===== config.mk =====
export PLATFORM = sky130hd
export DESIGN_NAME = esp_ctrl
export DESIGN_NICKNAME = d
export VERILOG_FILES = /design/src/design/esp_pkg.sv /design/src/design/esp_ctrl.sv
export SDC_FILE = /design/constraint.sdc
export NUM_CORES = 1
export LEC_CHECK = 0
export BUFFER_PORTS_ARGS = -buffer_cell sky130_fd_sc_hd__buf_4
export CORE_AREA = 4 4 41 43
export DETAILED_ROUTE_END_ITERATION = 12
export DIE_AREA = 0 0 45 47
export GPL_TIMING_DRIVEN = 0
export PLACE_DENSITY = 0.58
export SLEW_MARGIN = 10
export SYNTH_ARGS = -nofsm -noshare
export SYNTH_HDL_FRONTEND = slang
export SYNTH_SLANG_ARGS = --single-unit

===== constraint.sdc =====
create_clock -name i_clk -period 4.1 [get_ports i_clk]
set_clock_uncertainty 0.2 [all_clocks]
set_input_delay 0.205 -clock i_clk [delete_from_list [all_inputs] [get_ports i_clk]]
set_output_delay 0.205 -clock i_clk [all_outputs]
set_load 0.005 [all_outputs]

===== src/design/esp_pkg.sv =====
`default_nettype none
package esp_pkg;
    localparam int unsigned ValW = 16;
    localparam int unsigned SumW = ValW + 1;

    // Buckets only narrow the sum lookup; an exact compare of the sum gives the same
    // answer, so the store is searched by sum alone.
    localparam int unsigned HashBuckets = 100;

    typedef struct packed {
        logic load;
        logic clear;
        logic start_walk;
        logic read_pair;
        logic scan_step;
        logic record;
        logic advance;
        logic capture;
    } t_cmd;

    typedef struct packed {
        logic walk_done;
        logic scan_done;
        logic sum_hit;
        logic disjoint;
    } t_status;
endpackage
`default_nettype wire


===== src/design/esp_ctrl.sv =====
`default_nettype none
module esp_ctrl (
    input  wire logic             i_clk,
    input  wire logic             i_rst_n,
    input  wire logic             i_start,
    input  wire logic             i_last,
    input  wire esp_pkg::t_status i_status,
    output esp_pkg::t_cmd         o_cmd,
    output logic                  o_busy,
    output logic                  o_done
);
    import esp_pkg::*;

    typedef enum logic [7:0] {
        S_LOAD  = 8'b0000_0001,
        S_CHECK = 8'b0000_0010,
        S_RDREQ = 8'b0000_0100,
        S_PAIR  = 8'b0000_1000,
        S_SCAN  = 8'b0001_0000,
        S_TEST  = 8'b0010_0000,
        S_NEXT  = 8'b0100_0000,
        S_DONE  = 8'b1000_0000
    } t_state;

    t_state r_state, n_state;
    logic   is_last;

    assign is_last = i_status.walk_done;

    always_comb begin
        n_state = r_state;
        o_cmd   = '0;
        o_done  = 1'b0;
        case (r_state)
            S_LOAD: begin
                if (i_start) begin
                    o_cmd.load = 1'b1;
                    if (i_last) n_state = S_CHECK;
                end
            end
            S_CHECK: begin
                o_cmd.start_walk = 1'b1;
                n_state = S_RDREQ;
            end
            S_RDREQ: n_state = S_PAIR;
            S_PAIR: begin
                o_cmd.read_pair = 1'b1;
                n_state = S_SCAN;
            end
            S_SCAN: begin
                // Entry k is being read; its data is tested next cycle.
                if (i_status.scan_done) begin
                    n_state = S_NEXT;
                end else begin
                    o_cmd.scan_step = 1'b1;
                    n_state = S_TEST;
                end
            end
            S_TEST: begin
                if (i_status.sum_hit) begin
                    if (i_status.disjoint) begin
                        o_cmd.capture = 1'b1;
                        n_state = S_DONE;
                    end else if (is_last) begin
                        n_state = S_DONE;
                    end else begin
                        // The sum is already held, so only the pair moves on.
                        o_cmd.advance = 1'b1;
                        n_state = S_RDREQ;
                    end
                end else begin
                    n_state = S_SCAN;
                end
            end
            S_NEXT: begin
                if (is_last) begin
                    n_state = S_DONE;
                end else begin
                    o_cmd.record = 1'b1;
                    o_cmd.advance = 1'b1;
                    n_state = S_RDREQ;
                end
            end
            S_DONE: begin
                o_done = 1'b1;
                o_cmd.clear = 1'b1;
                n_state = S_LOAD;
            end
            default: n_state = S_LOAD;
        endcase
    end

    assign o_busy = (r_state != S_LOAD);

    always_ff @(posedge i_clk) begin
        if (!i_rst_n) begin
            r_state <= S_LOAD;
        end else begin
            r_state <= n_state;
        end
    end
endmodule
`default_nettype wire


# Word-level counts from Yosys, hierarchy flattened
# Index checks and enable logic that the tools add are counted.
# word_totals
ramBits,0
reg_bits,8
mem_count,0
mem_bits_ro,0
in_bits,8
elab_cells,35
latchBits,0
output_inout_bits,10
# classes
bitwise,0
reduce_logical,1
muxes,22
div,0
n_shift,0
n_lt_le_gt_ge,0
mul,0
n_eq_ne,11
n_addsub,0
# op_table
operator,count
one-hot mux 8 bit (7 select lines),1
2-to-1 mux 8 bit,5
2-to-1 mux 1 bit,12
equality test 8 x 1 -> 1 bit (second input constant),1
equality test 8 x 2 -> 1 bit (second input constant),1
equality test 8 x 3 -> 1 bit (second input constant),1
equality test 8 x 4 -> 1 bit (second input constant),1
equality test 8 x 5 -> 1 bit (second input constant),1
equality test 8 x 6 -> 1 bit (second input constant),1
equality test 8 x 7 -> 1 bit (second input constant),1
equality test 8 bit (second input constant),1
!= test 8 x 1 -> 1 bit (second input constant),1
2-to-1 mux 7 bit,1
2-to-1 mux 2 bit,2
!= test 2 bit (second input constant),2
one-hot mux 1 bit (2 select lines),1
AND reduction 2 bit,1

# Depth between registers and ports, before layout
# Gate-level depths: netlist of run 1.
# logic_depth
word_depth,4
mapped_depth,4
mapped_depth_nobuf,4

# Worst setup path before layout of run 1
# OpenSTA, ideal clock, no wires.
# synth_timing
path_kind,reg2reg
from,register r_state[0]
to,register r_state[0]
slack_ns,2.603
setup_ns,0.120
arrival_ns,1.177
path_stages_with_launch,5
n_path_buf,0
required_ns,3.780
synth_period_minus_slack_ns,1.497
cell_sequence,dfxtp_1 nor4_4 and4b_1 nand4b_1 o21bai_2
# synth_via
elab_chain_len,3
elab_cells_between_ends,11
classes_between,9 x eq/ne; 1 x mux; 1 x reduce/logical
# synth_rtl
element,line_no,text
from (decl),esp_ctrl.sv:25,"t_state r_state, n_state;"
from (signal assigned),esp_ctrl.sv:99,r_state <= n_state;
equality test 8 x 1 -> 1 bit,esp_ctrl.sv:34,case (r_state)
!= test 2 bit (no source line),n/a,
AND reduction 2 bit (no source line),n/a,
# Parallel ways exist; a longest one is shown, timed or not.
# A chain may end at the register's enable or synchronous reset.

==> results of run 1 <==
==> where the power goes <==
part	internal (W)	switching (W)	leakage [nW]
clock	0.0000336	0.0000288	0.0138
sequential	0.0000803	0.00000517	0.0648
combinational	0.0000185	0.0000133	0.204
total	0.000133	0.0000472	0.283
==> kinds of logic (layout without fill, tap and decap cells) <==
| logic type | count (synthesis) | count (layout) | share of synthesized area |
|---|---|---|---|
| and+or+nand+nor | 30 | 30 | 0.462 |
| xor gates and xnor gates | 1 | 1 | 0.0189 |
| buffers and inverters | 3 | 24 | 0.0324 |
| AOI/OAI and AO/OA | 9 | 9 | 0.141 |
| DFF | 8 | 8 | 0.346 |
==> cells in the final DEF, fill, tap and decap left out, types with 2 or more instances in the layout <==
cell type,n
and2_1,2
and4b_1,2
buf_4,18
clkbuf_4,3
dfxtp_1,8
inv_1,2
nand2_1,4
nand4b_1,4
nor2_1,11
nor4_4,2
o21a_1,3
o21ai_0,2
==> layer usage <==
metal	GRT usage	up-vias
met1	0.118	205
met2	0.192	21
met4	0.0292	0
li1	-	228
met3	0.0958	2
met5	0	-
==> stage by stage <==
stage | util | std cells | setup WS, ns | area (um2) | power (W)
after floorplan | - | 51 | 2.60 | 463 | 0.000103
after global placement | 0.468 | 83 | 2.38 | 609 | 0.000118
after detailed placement | 0.468 | 83 | 2.38 | 609 | 0.000119
after CTS | 0.493 | 87 | 2.09 | 642 | 0.000183
after global routing | 0.493 | 87 | 2.01 | 642 | 0.000191
final | 0.493 | 87 | 2.11 | 642 | 0.000180
==> how the worst max path moves through the flow <==
stage | end | start
floorplan | r_state[0] | r_state[0]
global placement | o_cmd[1] | r_state[2]
detailed placement | o_cmd[1] | r_state[2]
CTS | o_cmd[1] | r_state[2]
global route | o_cmd[1] | r_state[2]
finish | o_cmd[1] | r_state[2]
==> cell type report <==
class / instances / share of cell area
Buffer: 1 / 0.0117
Clock buffer: 3 / 0.0351
Inverter: 2 / 0.0117
Multi-Input combinational cell: 40 / 0.448
Sequential cell: 8 / 0.250
Tap cell: 15 / 0.0292
Timing Repair Buffer: 18 / 0.214
==> out/metrics.csv, run 1 <==
stage,metric,value,unit
status,status,"complete, no violations",
die,die_y,47,um
clock_network,cts_tree,built,
route,avgRoutedWirePerCell,12.2,um
clock_network,cts-resized-gates,0,
synthesis,synth_area_leader_cell,dfxtp_1,
critical_path,critical_path_buf_inv_count,1,
grt,grt_overflow_total,0,
clock_network,cts.clk_slew.worst_paths,0.06,ns
layout,seqCellArea,160,um2
route,wl_met2,444,um
synthesis,synth_top_area_share,0.346,
layout,diodes,0,
synthesis,synth_fp_nets,59,
critical_path,startpoint_type,register,
hold_path,hold_depth,2,
grt,grt_pass1_vias,414,
critical_path,r2r-end,r_state[0],
clock_network,cts_setup_buffers,0,
timing,finalSetupTns,0,ns
synthesis,synth_flop_cell,dfxtp_1,
route,highest_layer,met4,
timing,hold_viol_final,0,
critical_path,crit_type,reg2out,
layout,largest_reg_flops,8,
synthesis,synthArstFlopShare,0,
clock_network,htree_levels,1,
critical_path,cp_num_cells,4,
timing,holdWs,0.00251,ns
die,dieWidth,45,um
layout,syn_to_final_growth,38.6,%
route,drc,0,
synthesis,synth.avg_cell_area,9.08,um2
hold_path,min_path_type,in2reg,
critical_path,cp.required,3.69,ns
synthesis,synth_common_cells,"nor2_1 (11), dfxtp_1 (8), nand2_1 (4), nand4b_1 (4), o21a_1 (3)",
synthesis,synthTopCellsByArea,"dfxtp_1 (35%), nor4_4 (9.2%), nor2_1 (8.9%)",
route,routed_via_density,5.24,
pwr,power_leakage,0.283,nW
hold_path,min_from,i_rst_n,
critical_path,r2r_slack,2.49,ns
critical_path,slowest_delay,0.37,ns
synthesis,synth-edff-count,0,
critical_path,end_kind,primary output,
synthesis,synthCells,51,
synthesis,syn_area,463,um2
layout,nFillCells,141,
pwr,p_per_area,280,nW/um2
route,vias,456,
timing,period_needed,1.99,ns
timing,rsz0062_at_grt,no,
clock_network,cts_hold_buf,1,
synthesis,ys_warn_count,0,
critical_path,critical_path_peak_fanout,5,
route,wl_met3,145,um
route,met1Wirelength,460,um
timing,fmax,0.501,GHz
critical_path,worstPathArrival,1.59,ns
route,drt_iter0_drc,3,
layout,largestRegisters,r_state: 8 flops,
timing,tightest_slew,0.362,ns
grt,track_usage,0.119,
synthesis,ys_seq_area_frac,0.346,
synthesis,synth_seq_cells,8,
timing,slew_headroom,0.757,
critical_path,r2r-start,r_state[0],
route,dr.pass1.iters,4,
synthesis,synth.most_common_cell,nor2_1,
die,start_util,0.356,
timing,finalMaxSlewViolations,0,
grt,grt_pass1_wl,1.70,mm
layout,fin_nets,82,
route,finalWirelength,1.06,mm
synthesis,synth_cell_type_count,21,
placement,gp_congestion,0.736,
pwr,ir_worst_vdd,0.201,mV
critical_path,critical-path-top-delay-family,simple AND/OR/NAND/NOR gates,
placement,dpl.hpwl,842,um
die,coreArea,1300,um2
die,dieArea,2120,um2
grt,grt_max_degree,8,
die,rows,13,
grt,antenna_found_initial,0,
timing,setup_violations,0,
clock_network,numCtsBuffers,3,
clock_network,cts_root_buf,clkbuf_4,
critical_path,crit_chain,nor4_4 > nand4b_1 > a21oi_2 > buf_4,
layout,final_layout_size_suffix_gt1_frac,0.375,
clock_network,cts_sinks,8,
run,cap_violations,0,
route,ant_nets,0,
layout,multi_input_area,288,um2
clock_network,clk_latency,0.26,ns
clock_network,cts_buffer_depth,2,
critical_path,crit_slowest_cell,dfxtp_1,
placement,portBuffers,17,
die,ios,18,
critical_path,reg2regPathDepth,4,
timing,fin_crit_sh,0.486,
layout,regMostFlops,r_state,
hold_path,min_to,r_state[2],
No activity file was read; power rests on OpenSTA's default activity.
==> run 2, diff against run 1 <==
==> constraint.sdc (replaced) <==
create_clock -name i_clk -period 1.9 [get_ports i_clk]
set_clock_uncertainty 0.2 [all_clocks]
set_input_delay 0.095 -clock i_clk [delete_from_list [all_inputs] [get_ports i_clk]]
set_output_delay 0.095 -clock i_clk [all_outputs]
set_load 0.005 [all_outputs]
==> run 2 against run 1 <==
  * Critical path depth unchanged
  * Die area unchanged
  * Combinational power grew 130%
  * Sequential share of layout area fell by 1.7 points
  * Routed wire length is 5.9% higher
  * Non-clock buffer count increased by 6
  * Cell area is 9.0% higher
  * Global-route usage is 0.55 points higher
  * Core utilization up 4.4 points
  * Total power grew 120%
  * Sequential cell count did not move
  * Worst setup slack worse by 2.0 ns
==> out/metrics.csv, run 2 (synthesis gave the netlist of run 1 again) <==
stage,metric,value,unit
timing,holdWs,0.0232,ns
die,coreArea,1300,um2
grt,track_usage,0.124,
pwr,p_per_area,560,nW/um2
die,dieArea,2120,um2
pwr,ir_worst_vdd,0.435,mV
grt,grt_pass1_wl,1.79,mm
placement,portBuffers,17,
clock_network,cts_tree,built,
critical_path,reg2regPathDepth,5,
layout,largest_reg_flops,8,
clock_network,cts.clk_slew.worst_paths,0.05,ns
placement,gp_congestion,0.736,
pwr,switching_share,0.262,
clock_network,numCtsBuffers,3,
route,wl_met3,135,um
critical_path,r2r_slack,0.28,ns
timing,slew_headroom,0.750,
die,start_util,0.356,
route,highest_layer,met4,
timing,rsz0062_at_grt,no,
pwr,seq_power_share,0.472,
timing,hold_viol_final,0,
layout,largestRegisters,r_state: 8 flops,
die,die_y,47,um
placement,dpl.hpwl,842,um
pwr,p_clk_frac,0.342,
layout,syn_to_final_growth,51.1,%
grt,grt_overflow_total,0,
route,wl_met2,473,um
hold_path,min_from,i_start,
layout,final_layout_size_suffix_gt1_frac,0.397,
route,routed_via_density,5.14,
layout,nFillCells,129,
layout,fin_nets,88,
timing,finalSetupTns,0,ns
die,rows,13,
clock_network,cts_sinks,8,
pwr,switchingPower,0.000103,W
grt,grt_pass1_vias,428,
timing,fin_ws,0.0840,ns
timing,fin_crit_sh,0.956,
route,drt_iter0_drc,4,
layout,diodes,0,
clock_network,cts_root_buf,clkbuf_4,
hold_path,hold_depth,4,
status,status,"complete, no violations",
timing,finalMaxSlewViolations,0,
run,cap_violations,0,
die,dieWidth,45,um
critical_path,crit_type,reg2out,
pwr,comb_power_share,0.186,
timing,fmax,0.551,GHz
route,finalWirelength,1.12,mm
grt,grt_max_degree,8,
route,dr.pass1.iters,4,
route,avgRoutedWirePerCell,12.1,um
hold_path,min_path_type,in2reg,
route,drc,0,
timing,setup_violations,0,
critical_path,startpoint_type,register,
timing,period_needed,1.82,ns
route,ant_nets,0,
layout,final_cell_mix,"buf_4 (20), nor2_1 (11), dfxtp_1 (6)",
timing,tightest_slew,0.372,ns
critical_path,r2r-start,r_state[5],
clock_network,clk_latency,0.26,ns
clock_network,cts_buffer_depth,2,
critical_path,end_kind,primary output,
die,ios,18,
layout,final_common_cell,buf_4,
grt,antenna_found_initial,0,
critical_path,cp.required,1.60,ns
clock_network,htree_levels,1,
critical_path,r2r-end,r_state[0],
pwr,p_total,0.000392,W
route,met1Wirelength,503,um
placement,pre_cts_slack,0.285,ns
critical_path,critical_path_peak_fanout,4,
hold_path,min_to,r_state[1],
pwr,power_leakage,0.310,nW
layout,regMostFlops,r_state,
route,vias,478,
pwr,cellInternalPower,0.000289,W
critical_path,worstPathArrival,1.52,ns
## run 2: changes by cell type in the layout (fill, tap and decap cells not counted)
| cell | previous run | this run |
|---|---|---|
| buf_4 | 18 | 20 |
| dfxtp_1 | 8 | 6 |
| dfxtp_2 | 0 | 2 |
| dlygate4sd3_1 | 1 | 5 |
## run 2: what timing repair did
action,4_1_cts,5_1_grt
endpoints found under the hold margin,7,0
endpoints found under the setup margin,0,3
resized for setup,0,2
buffers inserted,0,2
hold buffers,5,0
## run 2: stage by stage
stage               std cells  area (um2)   util
floorplan                  51         463      -
global placement           83         609  0.468
detailed placement         83         609  0.468
CTS                        91         682  0.524
global route               93         699  0.538
finish                     93         699  0.538
## run 2: worst max path at each step
stage,endpoint,startpoint,cells past startpoint
after floorplan,r_state[0],r_state[0],4
after global placement,o_cmd[1],r_state[2],4
after detailed placement,o_cmd[1],r_state[2],4
after CTS,o_cmd[1],r_state[2],4
after global routing,o_cmd[1],r_state[5],4
final,o_cmd[1],r_state[5],4
## run 2: routing by layer
metal  up-vias  GRT usage
li1        239          -
met1       214      0.123
met2        23      0.209
met3         2     0.0920
met4         0     0.0292
met5         -          0
## run 2: power by group through the flow
stage	logic (W)	clock network (W)	registers, W
after CTS	0.0000761	0.000140	0.000184
after detailed placement	0.0000678	0	0.000188
after global placement	0.0000669	0	0.000188
after global routing	0.0000819	0.000149	0.000185
after floorplan	0.0000365	0	0.000186
final	0.0000727	0.000134	0.000185
## run 2: final cells by class
cell class,count,area (um2),area share
multi-input cells,40,288,0.411
clock buffers,3,22.5,0.0322
repair buffers,24,193,0.275
plain buffers,1,7.51,0.0107
well taps,15,18.8,0.0268
inverters,2,7.51,0.0107
flip-flops and latches,8,163,0.233
## run 2: critical path, cell delays in order (launching register included)
cell and delay [ns]:
dfxtp_2 0.34, nor4_4 0.35, nand4b_1 0.24, a21oi_2 0.22, buf_4 0.13
